### config.mk
export PLATFORM = sky130hd
export DESIGN_NAME = stream_substring_replace_flat
export DESIGN_NICKNAME = d
export VERILOG_FILES = /design/src/sv/ssr_pkg.sv /design/src/sv/ssr_if.sv /design/src/sv/ssr_cfg_regs.sv /design/src/sv/ssr_front.sv /design/src/sv/ssr_queue.sv /design/src/sv/ssr_back.sv /design/src/sv/stream_substring_replace.sv /design/src/flat_wrapper.sv
export SDC_FILE = /design/constraint.sdc
export NUM_CORES = 1
export LEC_CHECK = 0
export BUFFER_PORTS_ARGS = -buffer_cell sky130_fd_sc_hd__clkbuf_2
export CELL_PAD_IN_SITES_DETAIL_PLACEMENT = 1
export CELL_PAD_IN_SITES_GLOBAL_PLACEMENT = 2
export CORE_MARGIN = 2
export CORE_UTILIZATION = 45
export CTS_CLUSTER_DIAMETER = 40
export DETAILED_ROUTE_END_ITERATION = 10
export HOLD_SLACK_MARGIN = 0.03
export MAX_ROUTING_LAYER = met4
export PLACE_DENSITY = 0.88
export SYNTH_ARGS = -nofsm -noshare
export SYNTH_HDL_FRONTEND = slang
export SYNTH_SLANG_ARGS = --single-unit
export TNS_END_PERCENT = 5
### constraint.sdc
create_clock -name clk -period 11.8 [get_ports clk]
set_clock_uncertainty 0.2 [all_clocks]
set_input_delay 1.77 -clock clk [delete_from_list [all_inputs] [get_ports clk]]
set_output_delay 1.77 -clock clk [all_outputs]
set_load 0.1 [all_outputs]
### src/sv/ssr_pkg.sv
`timescale 1ns / 1ps
// Shared types and constants for the streaming substring replacer.
// No dependencies; every other file but ssr_if.sv imports this package.
package ssr_pkg;

    // Longest burst one input word can cause (pattern or replacement, at most 8 bytes)
    localparam int BURST_MAX = 8;
    localparam int BIDX_W    = $clog2(BURST_MAX);
    localparam int LEN_W     = 4;

    // Command queue between front and back end
    localparam int QUEUE_DEPTH = 4;
    localparam int QPTR_W      = $clog2(QUEUE_DEPTH);
    localparam int QFILL_W     = $clog2(QUEUE_DEPTH + 1);

    // APB register map: register i at byte address 8*i
    localparam int ADDR_W = 6;
    localparam int DATA_W = 64;
    localparam logic [2:0] REG_PATTERN_BYTES   = 3'd0;
    localparam logic [2:0] REG_PATTERN_LENGTH  = 3'd1;
    localparam logic [2:0] REG_REPLACE_BYTES   = 3'd2;
    localparam logic [2:0] REG_REPLACE_LENGTH  = 3'd3;
    localparam logic [2:0] REG_INSTANCE_SELECT = 3'd4;

    typedef struct packed {
        logic [63:0]      pattern_bytes;
        logic [LEN_W-1:0] pattern_length;
        logic [63:0]      replace_bytes;
        logic [LEN_W-1:0] replace_length;
        logic [15:0]      instance_select;
    } ssr_cfg_t;

    // One burst of output words; count 0 with last set is a bare end marker
    typedef struct packed {
        logic [BURST_MAX-1:0][7:0] bytes;
        logic [LEN_W-1:0]          count;
        logic                      last;
    } ssr_cmd_t;

    // Front end to queue
    typedef struct packed {
        logic     push;
        ssr_cmd_t cmd;
    } ssr_push_t;

    // Queue status
    typedef struct packed {
        logic full;
        logic empty;
    } ssr_qstat_t;

endpackage

### src/sv/ssr_if.sv
`timescale 1ns / 1ps
// Stream channel interfaces of the substring replacer: text in, result out.
// Standalone; valid/ready handshake, a word moves when both are high.
interface ssr_text_if;
    logic       valid;
    logic       ready;
    logic [7:0] text_byte;
    logic       text_last;

    modport source (output valid, output text_byte, output text_last, input ready);
    modport sink   (input valid, input text_byte, input text_last, output ready);
endinterface

interface ssr_result_if;
    logic       valid;
    logic       ready;
    logic [7:0] out_byte;
    logic       out_valid;
    logic       out_last;

    modport source (output valid, output out_byte, output out_valid, output out_last,
                    input ready);
    modport sink   (input valid, input out_byte, input out_valid, input out_last,
                    output ready);
endinterface

### src/sv/ssr_cfg_regs.sv
`timescale 1ns / 1ps
// APB configuration registers of the substring replacer.
// Depends on ssr_pkg for the register map and the ssr_cfg_t bundle.
module ssr_cfg_regs
    import ssr_pkg::*;
(
    input  logic              clk,
    input  logic              rst_n,
    input  logic              psel,
    input  logic              penable,
    input  logic              pwrite,
    input  logic [ADDR_W-1:0] paddr,
    input  logic [DATA_W-1:0] pwdata,
    output logic [DATA_W-1:0] prdata,
    output logic              pready,
    output ssr_cfg_t          cfg,
    output logic              pattern_wr
);

    logic [63:0]      pattern_bytes_reg;
    logic [LEN_W-1:0] pattern_length_reg;
    logic [63:0]      replace_bytes_reg;
    logic [LEN_W-1:0] replace_length_reg;
    logic [15:0]      instance_select_reg;
    logic             wr_en;
    logic [2:0]       reg_idx;

    assign pready  = 1'b1;
    assign wr_en   = psel && penable && pwrite;
    assign reg_idx = paddr[5:3];

    // pattern changes drop whatever the window holds
    assign pattern_wr = wr_en &&
                        (reg_idx == REG_PATTERN_BYTES || reg_idx == REG_PATTERN_LENGTH);

    // register writes
    always_ff @(posedge clk or negedge rst_n)
    begin
        if (!rst_n)
        begin
            pattern_bytes_reg   <= '0;
            pattern_length_reg  <= '0;
            replace_bytes_reg   <= '0;
            replace_length_reg  <= '0;
            instance_select_reg <= '0;
        end
        else if (wr_en)
        begin
            case (reg_idx)
                REG_PATTERN_BYTES:   pattern_bytes_reg   <= pwdata;
                REG_PATTERN_LENGTH:  pattern_length_reg  <= pwdata[LEN_W-1:0];
                REG_REPLACE_BYTES:   replace_bytes_reg   <= pwdata;
                REG_REPLACE_LENGTH:  replace_length_reg  <= pwdata[LEN_W-1:0];
                REG_INSTANCE_SELECT: instance_select_reg <= pwdata[15:0];
                default: ;
            endcase
        end
    end

    // read-back
    always_comb
    begin
        case (reg_idx)
            REG_PATTERN_BYTES:   prdata = pattern_bytes_reg;
            REG_PATTERN_LENGTH:  prdata = DATA_W'(pattern_length_reg);
            REG_REPLACE_BYTES:   prdata = replace_bytes_reg;
            REG_REPLACE_LENGTH:  prdata = DATA_W'(replace_length_reg);
            REG_INSTANCE_SELECT: prdata = DATA_W'(instance_select_reg);
            default:             prdata = '0;
        endcase
    end

    assign cfg.pattern_bytes   = pattern_bytes_reg;
    assign cfg.pattern_length  = pattern_length_reg;
    assign cfg.replace_bytes   = replace_bytes_reg;
    assign cfg.replace_length  = replace_length_reg;
    assign cfg.instance_select = instance_select_reg;

endmodule

### src/sv/ssr_front.sv
`timescale 1ns / 1ps
// Front end: accepts text words, keeps the match window and turns each word
// into at most one output burst command. Depends on ssr_pkg and ssr_text_if.
module ssr_front
    import ssr_pkg::*;
#(
    parameter int PATTERN_MAX = 8,
    parameter int REPLACE_MAX = 8
)
(
    input  logic        clk,
    input  logic        rst_n,
    ssr_text_if.sink    text,
    input  ssr_cfg_t    cfg,
    input  logic        pattern_wr,
    input  ssr_qstat_t  qstat,
    output ssr_push_t   qpush
);

    localparam int W  = PATTERN_MAX;
    localparam int CW = $clog2(W + 1);

    logic [7:0]    win_reg [W];
    logic [7:0]    win_next [W];
    logic [CW-1:0] win_cnt_reg, win_cnt_next;
    logic [15:0]   match_cnt_reg, match_cnt_next;

    logic             accept;
    logic [CW-1:0]    plen, base, cnt1, shift;
    logic [LEN_W-1:0] rlen;
    logic [7:0]       app [W];
    logic [W-1:0]     pre;
    logic             is_match, nth_mode, mc_inc, do_replace;
    ssr_cmd_t         cmd;

    assign text.ready = !qstat.full;
    assign accept     = text.valid && text.ready;

    // saturate configured lengths
    assign plen = (cfg.pattern_length > LEN_W'(PATTERN_MAX)) ? CW'(PATTERN_MAX)
                                                             : CW'(cfg.pattern_length);
    assign rlen = (cfg.replace_length > LEN_W'(REPLACE_MAX)) ? LEN_W'(REPLACE_MAX)
                                                             : cfg.replace_length;

    assign base = (win_cnt_reg >= plen) ? '0 : win_cnt_reg;
    assign cnt1 = base + CW'(1);

    // window with the new byte appended
    always_comb
    begin
        for (int i = 0; i < W; i++)
        begin
            app[i] = (CW'(i) == base) ? text.text_byte : win_reg[i];
        end
    end

    // pre[s]: window from position s on is a prefix of the pattern
    always_comb
    begin
        for (int s = 0; s < W; s++)
        begin
            pre[s] = 1'b1;
            for (int j = 0; j < W; j++)
            begin
                if ((s + j < W) && (CW'(s + j) < cnt1) &&
                    (app[(s + j < W) ? s + j : 0] != cfg.pattern_bytes[8*j +: 8]))
                begin
                    pre[s] = 1'b0;
                end
            end
        end
    end

    // fewest leading bytes to release so the rest still starts a match
    always_comb
    begin
        shift = cnt1;
        for (int s = W - 1; s >= 0; s--)
        begin
            if ((CW'(s) < cnt1) && pre[s])
            begin
                shift = CW'(s);
            end
        end
    end

    // window after releasing the leading bytes
    always_comb
    begin
        for (int i = 0; i < W; i++)
        begin
            win_next[i] = app[i];
            for (int k = 0; k < W; k++)
            begin
                if ((CW'(k) == shift) && (i + k < W))
                begin
                    win_next[i] = app[(i + k < W) ? i + k : 0];
                end
            end
        end
    end

    // occurrence selection
    assign is_match   = (cnt1 == plen) && pre[0];
    assign nth_mode   = (cfg.instance_select != '0);
    assign mc_inc     = nth_mode && (match_cnt_reg < cfg.instance_select);
    assign do_replace = !nth_mode || (mc_inc && (match_cnt_reg + 16'd1 == cfg.instance_select));

    // burst command and next state
    always_comb
    begin
        cmd            = '0;
        win_cnt_next   = win_cnt_reg;
        match_cnt_next = match_cnt_reg;
        for (int i = 0; i < BURST_MAX; i++)
        begin
            cmd.bytes[i] = (i < W) ? app[(i < W) ? i : 0] : 8'h00;
        end

        priority if (plen == '0)
        begin
            cmd.bytes[0] = text.text_byte;
            cmd.count    = LEN_W'(1);
            win_cnt_next = '0;
        end
        else if (is_match)
        begin
            if (do_replace)
            begin
                cmd.bytes = cfg.replace_bytes;
                cmd.count = rlen;
            end
            else
            begin
                cmd.count = LEN_W'(plen);
            end
            if (mc_inc)
            begin
                match_cnt_next = match_cnt_reg + 16'd1;
            end
            win_cnt_next = '0;
        end
        else if (text.text_last)
        begin
            cmd.count    = LEN_W'(cnt1);
            win_cnt_next = '0;
        end
        else
        begin
            cmd.count    = LEN_W'(shift);
            win_cnt_next = cnt1 - shift;
        end

        // end of text flushes and restarts counting
        if (text.text_last)
        begin
            cmd.last       = 1'b1;
            win_cnt_next   = '0;
            match_cnt_next = '0;
        end
    end

    assign qpush.cmd  = cmd;
    assign qpush.push = accept && (cmd.last || (cmd.count != '0));

    // control state
    always_ff @(posedge clk or negedge rst_n)
    begin
        if (!rst_n)
        begin
            win_cnt_reg   <= '0;
            match_cnt_reg <= '0;
        end
        else if (pattern_wr)
        begin
            win_cnt_reg <= '0;
        end
        else if (accept)
        begin
            win_cnt_reg   <= win_cnt_next;
            match_cnt_reg <= match_cnt_next;
        end
    end

    // window bytes
    always_ff @(posedge clk)
    begin
        if (accept)
        begin
            for (int i = 0; i < W; i++)
            begin
                win_reg[i] <= win_next[i];
            end
        end
    end

endmodule

### src/sv/ssr_queue.sv
`timescale 1ns / 1ps
// Small command queue that decouples the front end from the back end.
// Depends on ssr_pkg for the command type and queue sizing.
module ssr_queue
    import ssr_pkg::*;
(
    input  logic       clk,
    input  logic       rst_n,
    input  ssr_push_t  qpush,
    input  logic       pop,
    output ssr_cmd_t   head,
    output ssr_qstat_t qstat
);

    ssr_cmd_t           entry_reg [QUEUE_DEPTH];
    logic [QPTR_W-1:0]  wr_ptr_reg, rd_ptr_reg;
    logic [QFILL_W-1:0] fill_reg;
    logic               do_push, do_pop;

    assign qstat.full  = (fill_reg == QFILL_W'(QUEUE_DEPTH));
    assign qstat.empty = (fill_reg == '0);
    assign do_push     = qpush.push && !qstat.full;
    assign do_pop      = pop && !qstat.empty;
    assign head        = entry_reg[rd_ptr_reg];

    // pointers and fill level
    always_ff @(posedge clk or negedge rst_n)
    begin
        if (!rst_n)
        begin
            wr_ptr_reg <= '0;
            rd_ptr_reg <= '0;
            fill_reg   <= '0;
        end
        else
        begin
            if (do_push)
            begin
                wr_ptr_reg <= wr_ptr_reg + QPTR_W'(1);
            end
            if (do_pop)
            begin
                rd_ptr_reg <= rd_ptr_reg + QPTR_W'(1);
            end
            if (do_push && !do_pop)
            begin
                fill_reg <= fill_reg + QFILL_W'(1);
            end
            else if (do_pop && !do_push)
            begin
                fill_reg <= fill_reg - QFILL_W'(1);
            end
        end
    end

    // entry storage
    always_ff @(posedge clk)
    begin
        if (do_push)
        begin
            entry_reg[wr_ptr_reg] <= qpush.cmd;
        end
    end

endmodule

### src/sv/ssr_back.sv
`timescale 1ns / 1ps
// Back end: plays each queued burst out one result word per cycle while
// the sink is ready, via an output register. Uses ssr_pkg, ssr_result_if.
module ssr_back
    import ssr_pkg::*;
(
    input  logic         clk,
    input  logic         rst_n,
    input  ssr_cmd_t     head,
    input  ssr_qstat_t   qstat,
    output logic         pop,
    ssr_result_if.source result
);

    logic              ovalid_reg;
    logic [7:0]        obyte_reg;
    logic              oflag_reg;
    logic              olast_reg;
    logic [BIDX_W-1:0] idx_reg;
    logic              load, cmd_done;

    assign load     = !qstat.empty && (!ovalid_reg || result.ready);
    assign cmd_done = (head.count == '0) || (LEN_W'(idx_reg) + LEN_W'(1) == head.count);
    assign pop      = load && cmd_done;

    // output register valid and byte index within the burst
    always_ff @(posedge clk or negedge rst_n)
    begin
        if (!rst_n)
        begin
            ovalid_reg <= 1'b0;
            idx_reg    <= '0;
        end
        else if (load)
        begin
            ovalid_reg <= 1'b1;
            idx_reg    <= cmd_done ? '0 : idx_reg + BIDX_W'(1);
        end
        else if (result.ready)
        begin
            ovalid_reg <= 1'b0;
        end
    end

    // output payload; an empty burst gives the bare end marker
    always_ff @(posedge clk)
    begin
        if (load)
        begin
            obyte_reg <= (head.count == '0) ? 8'h00 : head.bytes[idx_reg];
            oflag_reg <= (head.count != '0);
            olast_reg <= head.last && cmd_done;
        end
    end

    assign result.valid     = ovalid_reg;
    assign result.out_byte  = obyte_reg;
    assign result.out_valid = oflag_reg;
    assign result.out_last  = olast_reg;

endmodule

### src/sv/stream_substring_replace.sv
`timescale 1ns / 1ps
// Streaming find-and-replace. Text words are accepted at up to one per cycle
// whenever the 4-entry command queue has room; the front end compares the
// whole window against the pattern combinationally and queues a burst of 0
// to 8 result words, which the back end sends one per cycle while the result
// sink is ready. Sustained rate is therefore one text word per cycle until
// bursts (replacements, releases of held bytes, end-of-text flushes) outpace
// the one-word-per-cycle output register. The first result word of a text
// word passes through the command queue, then the output register; there is
// no clearing pass after reset. Depends on ssr_pkg, ssr_if, ssr_* submodules.
module stream_substring_replace
    import ssr_pkg::*;
#(
    parameter int PATTERN_MAX = 8,
    parameter int REPLACE_MAX = 8
)
(
    input  logic              clk,
    input  logic              rst_n,
    ssr_text_if.sink          text,
    ssr_result_if.source      result,
    input  logic              psel,
    input  logic              penable,
    input  logic              pwrite,
    input  logic [ADDR_W-1:0] paddr,
    input  logic [DATA_W-1:0] pwdata,
    output logic [DATA_W-1:0] prdata,
    output logic              pready
);

    ssr_cfg_t   cfg;
    logic       pattern_wr;
    ssr_push_t  qpush;
    ssr_qstat_t qstat;
    ssr_cmd_t   head;
    logic       pop;

    ssr_cfg_regs u_cfg (
        .clk        (clk),
        .rst_n      (rst_n),
        .psel       (psel),
        .penable    (penable),
        .pwrite     (pwrite),
        .paddr      (paddr),
        .pwdata     (pwdata),
        .prdata     (prdata),
        .pready     (pready),
        .cfg        (cfg),
        .pattern_wr (pattern_wr)
    );

    ssr_front #(
        .PATTERN_MAX (PATTERN_MAX),
        .REPLACE_MAX (REPLACE_MAX)
    ) u_front (
        .clk        (clk),
        .rst_n      (rst_n),
        .text       (text),
        .cfg        (cfg),
        .pattern_wr (pattern_wr),
        .qstat      (qstat),
        .qpush      (qpush)
    );

    ssr_queue u_queue (
        .clk   (clk),
        .rst_n (rst_n),
        .qpush (qpush),
        .pop   (pop),
        .head  (head),
        .qstat (qstat)
    );

    ssr_back u_back (
        .clk    (clk),
        .rst_n  (rst_n),
        .head   (head),
        .qstat  (qstat),
        .pop    (pop),
        .result (result)
    );

    // front end never pushes into a full queue
    a_no_overflow: assert property (@(posedge clk) disable iff (!rst_n)
        !(qpush.push && qstat.full))
        else $error("command pushed into full queue");

    // end of text always leaves a command waiting
    a_last_queued: assert property (@(posedge clk) disable iff (!rst_n)
        (text.valid && text.ready && text.text_last) |=> !qstat.empty)
        else $error("end of text produced no queued command");

    // a word without a byte is only the end marker, with a zero byte
    a_bare_marker: assert property (@(posedge clk) disable iff (!rst_n)
        (result.valid && !result.out_valid) |-> (result.out_last && result.out_byte == 8'h00))
        else $error("bare word is not a clean end marker");

endmodule

### src/flat_wrapper.sv
// flat-port wrapper written by rule: the top's interface ports become plain ports
module stream_substring_replace_flat import ssr_pkg::*;
#(
    parameter int PATTERN_MAX = 8,
    parameter int REPLACE_MAX = 8
)
  (clk, rst_n, psel, penable, pwrite, paddr, pwdata, prdata, pready, text_valid, text_text_byte, text_text_last, text_ready, result_valid, result_out_byte, result_out_valid, result_out_last, result_ready);
  ssr_text_if text_i ();
  ssr_result_if result_i ();
  input  logic clk;
  input  logic rst_n;
  input  logic psel;
  input  logic penable;
  input  logic pwrite;
  input  logic [ADDR_W-1:0] paddr;
  input  logic [DATA_W-1:0] pwdata;
  output logic [DATA_W-1:0] prdata;
  output logic pready;
  input wire logic [$bits(text_i.valid)-1:0] text_valid;
  input wire logic [$bits(text_i.text_byte)-1:0] text_text_byte;
  input wire logic [$bits(text_i.text_last)-1:0] text_text_last;
  output wire logic [$bits(text_i.ready)-1:0] text_ready;
  output wire logic [$bits(result_i.valid)-1:0] result_valid;
  output wire logic [$bits(result_i.out_byte)-1:0] result_out_byte;
  output wire logic [$bits(result_i.out_valid)-1:0] result_out_valid;
  output wire logic [$bits(result_i.out_last)-1:0] result_out_last;
  input wire logic [$bits(result_i.ready)-1:0] result_ready;
  assign text_i.valid = text_valid;
  assign text_i.text_byte = text_text_byte;
  assign text_i.text_last = text_text_last;
  assign text_ready = text_i.ready;
  assign result_valid = result_i.valid;
  assign result_out_byte = result_i.out_byte;
  assign result_out_valid = result_i.out_valid;
  assign result_out_last = result_i.out_last;
  assign result_i.ready = result_ready;
  stream_substring_replace #(.PATTERN_MAX(PATTERN_MAX), .REPLACE_MAX(REPLACE_MAX)) u_core (.clk(clk), .rst_n(rst_n), .text(text_i), .result(result_i), .psel(psel), .penable(penable), .pwrite(pwrite), .paddr(paddr), .pwdata(pwdata), .prdata(prdata), .pready(pready));
endmodule
==> flow_summary.toml <==
[global_routing]
grt_pass1_wl_mm = 192
antenna_found_initial = 6
met3_usage_pct = 8.40
grtUsageMet2_pct = 54.8
grt_pass1_vias = 27500
use_met1_pct = 47.9
gr-usage-all-layers_pct = 37.0
busiest_layer = "met2"
grt_overflow = 0
grt_max_degree = 75

[setup_path]
critical_path_class = "flip-flop to flip-flop"
cp_max_fo = 29
crit_path_start_kind = "flip-flop"
end_kind = "flip-flop"
critical-path-top-delay-family = "compound AO/OA/AOI/OAI gates"
worstPathArrival_ns = 9.11
critPathRequiredTime_ns = 11.93
cp_num_buf_inv = 5
slowest_stage = "a21oi_1"
critPathMaxStageDelay_ns = 0.93
crit_chain = "inv_1, nand2_1, ha_1, o211ai_1, buf_4, o21a_1, nand2_1, inv_1, ha_1, buf_4, nand2_1, a21oi_1, a221oi_1, o2111a_1, nor4b_4, a22oi_2, o2111ai_1, a31oi_1, a21oi_1, a41oi_2, and2_2, buf_4"

[cells_and_area]
layout.nets = 3125
fin_area_mm2 = 0.0365
mostFrequentLayoutCells = "350 x edfxtp_1, 227 x a21oi_1, 216 x nor2_1, 209 x xnor2_1, 202 x nand2_1"
syn_to_final_growth_pct = 14.2
drive_above_1_share_pct = 20.8
largest_reg_flops = 276
instances_no_fill = 4017
final_common_cell = "edfxtp_1"

[clocking]
htreeDepth = 3
cts_sinks = 533
root_buffer = "clkbuf_16"
cts_buffers = 87
cts_tree = "built"
hold_buffers = 0
clkLatencyLatePin_ns = 0.66
cts_buffer_depth = 3
cts_setup_buffers = 0
path_clk_slew_ns = 0.05
post_cts_resize_count = 0

[drt]
post_drt_wl_per_cell_um = 33.1
via_per_inst = 6.66
drc = 0
routed_wirelength_mm = 133
drtIter0Drc = 2866
dr.pass1.iters = 6
postRouteAntennaNets = 0
num_vias = 26700

[floorplanning]
die_height_um = 271
rows = 97
fp.dieW_um = 271
coreArea_mm2 = 0.0701
start_util_pct = 45.6
die-area_mm2 = 0.0732
ios = 163

[placement]
place_congestion = 1.04
dp_hpwl_mm = 93.3
port_buffers = 158
dp.cells = 3853
place_area_mm2 = 0.0335

[synthesis]
synth_flop_cell = "edfxtp_1"
synth_fp_nets = 3064
synthCells = 2941
synth_seq_cells = 533
ys_seq_area_share_pct = 47.2
async_flop_share_pct = 34.3
synth.distinct_cells = 99
syn-cell-area_mm2 = 0.0320
syn-mean-instance-area_um2 = 10.9
yosysWarnings = 0
synth_edf_count = 350

[run]
maxCapViolCount = 0

[timing]
rsz0062_at_grt = "no"
worst_hold_slack_ns = 0.307
hold_viol_final = 0
setup_viol_count_final = 0
finalMaxSlewViolations = 0
fin_crit_ns = 8.98
tns_ns = 0
maxSlewHeadroom_pct = 18.3
min_period_over_period_pct = 76.1
worst_pin_slew_ns = 1.22
max_freq_ghz = 0.111

[worst_hold_path]
hold_path_class = "flip-flop to flip-flop"

[power]
vdd_ir_drop_max_mv = 0.173
cellPowerDensity_mw_per_mm2 = 299
leakage_nw = 14.0

[status]
status = "finished clean"
## cell usage after synthesis, types with 7 or more instances
cell       instances  area [µm²]
o211ai_4           8         170
nor3_1            28         140
nand4_1           37         231
nor2_1           217         815
ha_1              35         438
nor2b_1           15        93.8
xnor2_1          209        1830
a21o_1             9        67.6
and3_1            29         181
a21oi_1          228        1140
nor4_1            46         288
dfrtp_1          183        4580
a22o_1            48         420
a211oi_1          14         105
mux4_2            85        1910
nand3_1           61         305
o22ai_1           40         250
o2111ai_1         34         298
a31oi_1            7        43.8
mux2i_1           65         651
mux2_2           117        1320
o221ai_1          16         140
a22oi_1           19         143
nand2_1          202         758
a31o_2             7        61.3
inv_1             93         349
o21ai_0          147         736
o211ai_1          30         225
and2_1            26         163
o31ai_1           15         113
edfxtp_1         350       10500
xor2_1           112         981
a2111oi_0         13         114
buf_2             29         145
buf_1             31         116
clkbuf_1         179         672
a221o_1           13         130
nand2b_1          12        75.1
## stage by stage
| step | util (%) | setup slack, ns | power, mW |
|---|---|---|---|
| detailed placement | 47.8 | 3.15 | 8.16 |
| global route | 52.1 | 2.66 | 11.3 |
| floorplan | - | 4.73 | 6.42 |
| CTS | 52.0 | 3.10 | 10.8 |
| finish | 52.1 | 2.82 | 10.9 |
| global placement | 47.8 | 3.34 | 7.96 |
## final timing paths
check                                                          startpoint                                             end  slack, ns  depth (start not counted)
min                                u_core.u_queue.fill_reg[2]$_DFFE_PN0P_          u_core.u_queue.fill_reg[2]$_DFFE_PN0P_       0.31                          1
max                        u_core.u_cfg.pattern_length_reg[3]$_DFFE_PN0P_       u_core.u_queue.entry_reg[0][18]$_DFFE_PP_       2.82                         22
min reg2reg                        u_core.u_queue.fill_reg[2]$_DFFE_PN0P_          u_core.u_queue.fill_reg[2]$_DFFE_PN0P_       0.31                          1
max in group asynchronous                                           rst_n  u_core.u_cfg.pattern_bytes_reg[55]$_DFFE_PN0P_       8.37                          3
max reg2reg                u_core.u_cfg.pattern_length_reg[3]$_DFFE_PN0P_       u_core.u_queue.entry_reg[0][18]$_DFFE_PP_       2.82                         22
min in group asynchronous                                           rst_n    u_core.u_front.match_cnt_reg[10]$_DFFE_PN0P_       0.87                          1
## final cells by class
class	instances	area (µm²)
fill	7524	33600
clock buffer	97	2250
inverter	96	360
timing repair buffer	224	1360
tap	940	1180
antenna	4	10.0
multi-input combinational	2060	15500
clock inverter	63	731
sequential	533	15100
## where the power goes
| group | internal (mW) | total (mW) | switching, mW |
|---|---|---|---|
| Clock | 1.59 | 2.61 | 1.02 |
| Combinational | 1.72 | 4.81 | 3.08 |
| Sequential | 2.77 | 3.52 | 0.742 |
| Total | 6.09 | 10.9 | 4.84 |
## worst register-to-register path: stages (launching register included)
cell and delay [ns]:
dfrtp_1 0.46, inv_1 0.22, nand2_1 0.10, ha_1 0.28, o211ai_1 0.19, buf_4 0.42, o21a_1 0.27, nand2_1 0.18
inv_1 0.23, ha_1 0.18, buf_4 0.31, nand2_1 0.65, a21oi_1 0.94, a221oi_1 0.34, o2111a_1 0.42, nor4b_4 0.21
a22oi_2 0.51, o2111ai_1 0.23, a31oi_1 0.59, a21oi_1 0.11, a41oi_2 0.45, and2_2 0.79, buf_4 0.38
## per-layer routing
metal	part of all wire, %	up-vias
met1	40	13800
li1	-	11100
met4	5.3	0
met2	45	1506
met3	9.6	382
met5	0	-
## logic make-up (layout without fill, tap and decap cells)
| kind of cell | Yosys count | count (layout) | share of synthesized area (%) |
|---|---|---|---|
| mux | 269 | 269 | 12.2 |
| xor+xnor | 321 | 321 | 8.79 |
| buf+inv | 348 | 480 | 4.43 |
| flops | 533 | 533 | 47.2 |
| simple gates | 718 | 718 | 10.8 |
| compound gates | 714 | 714 | 15.1 |
| other cells | 1 | 5 | 0.0117 |
| fa+ha+maj | 37 | 37 | 1.49 |
Power figures use the tool's default switching activity.
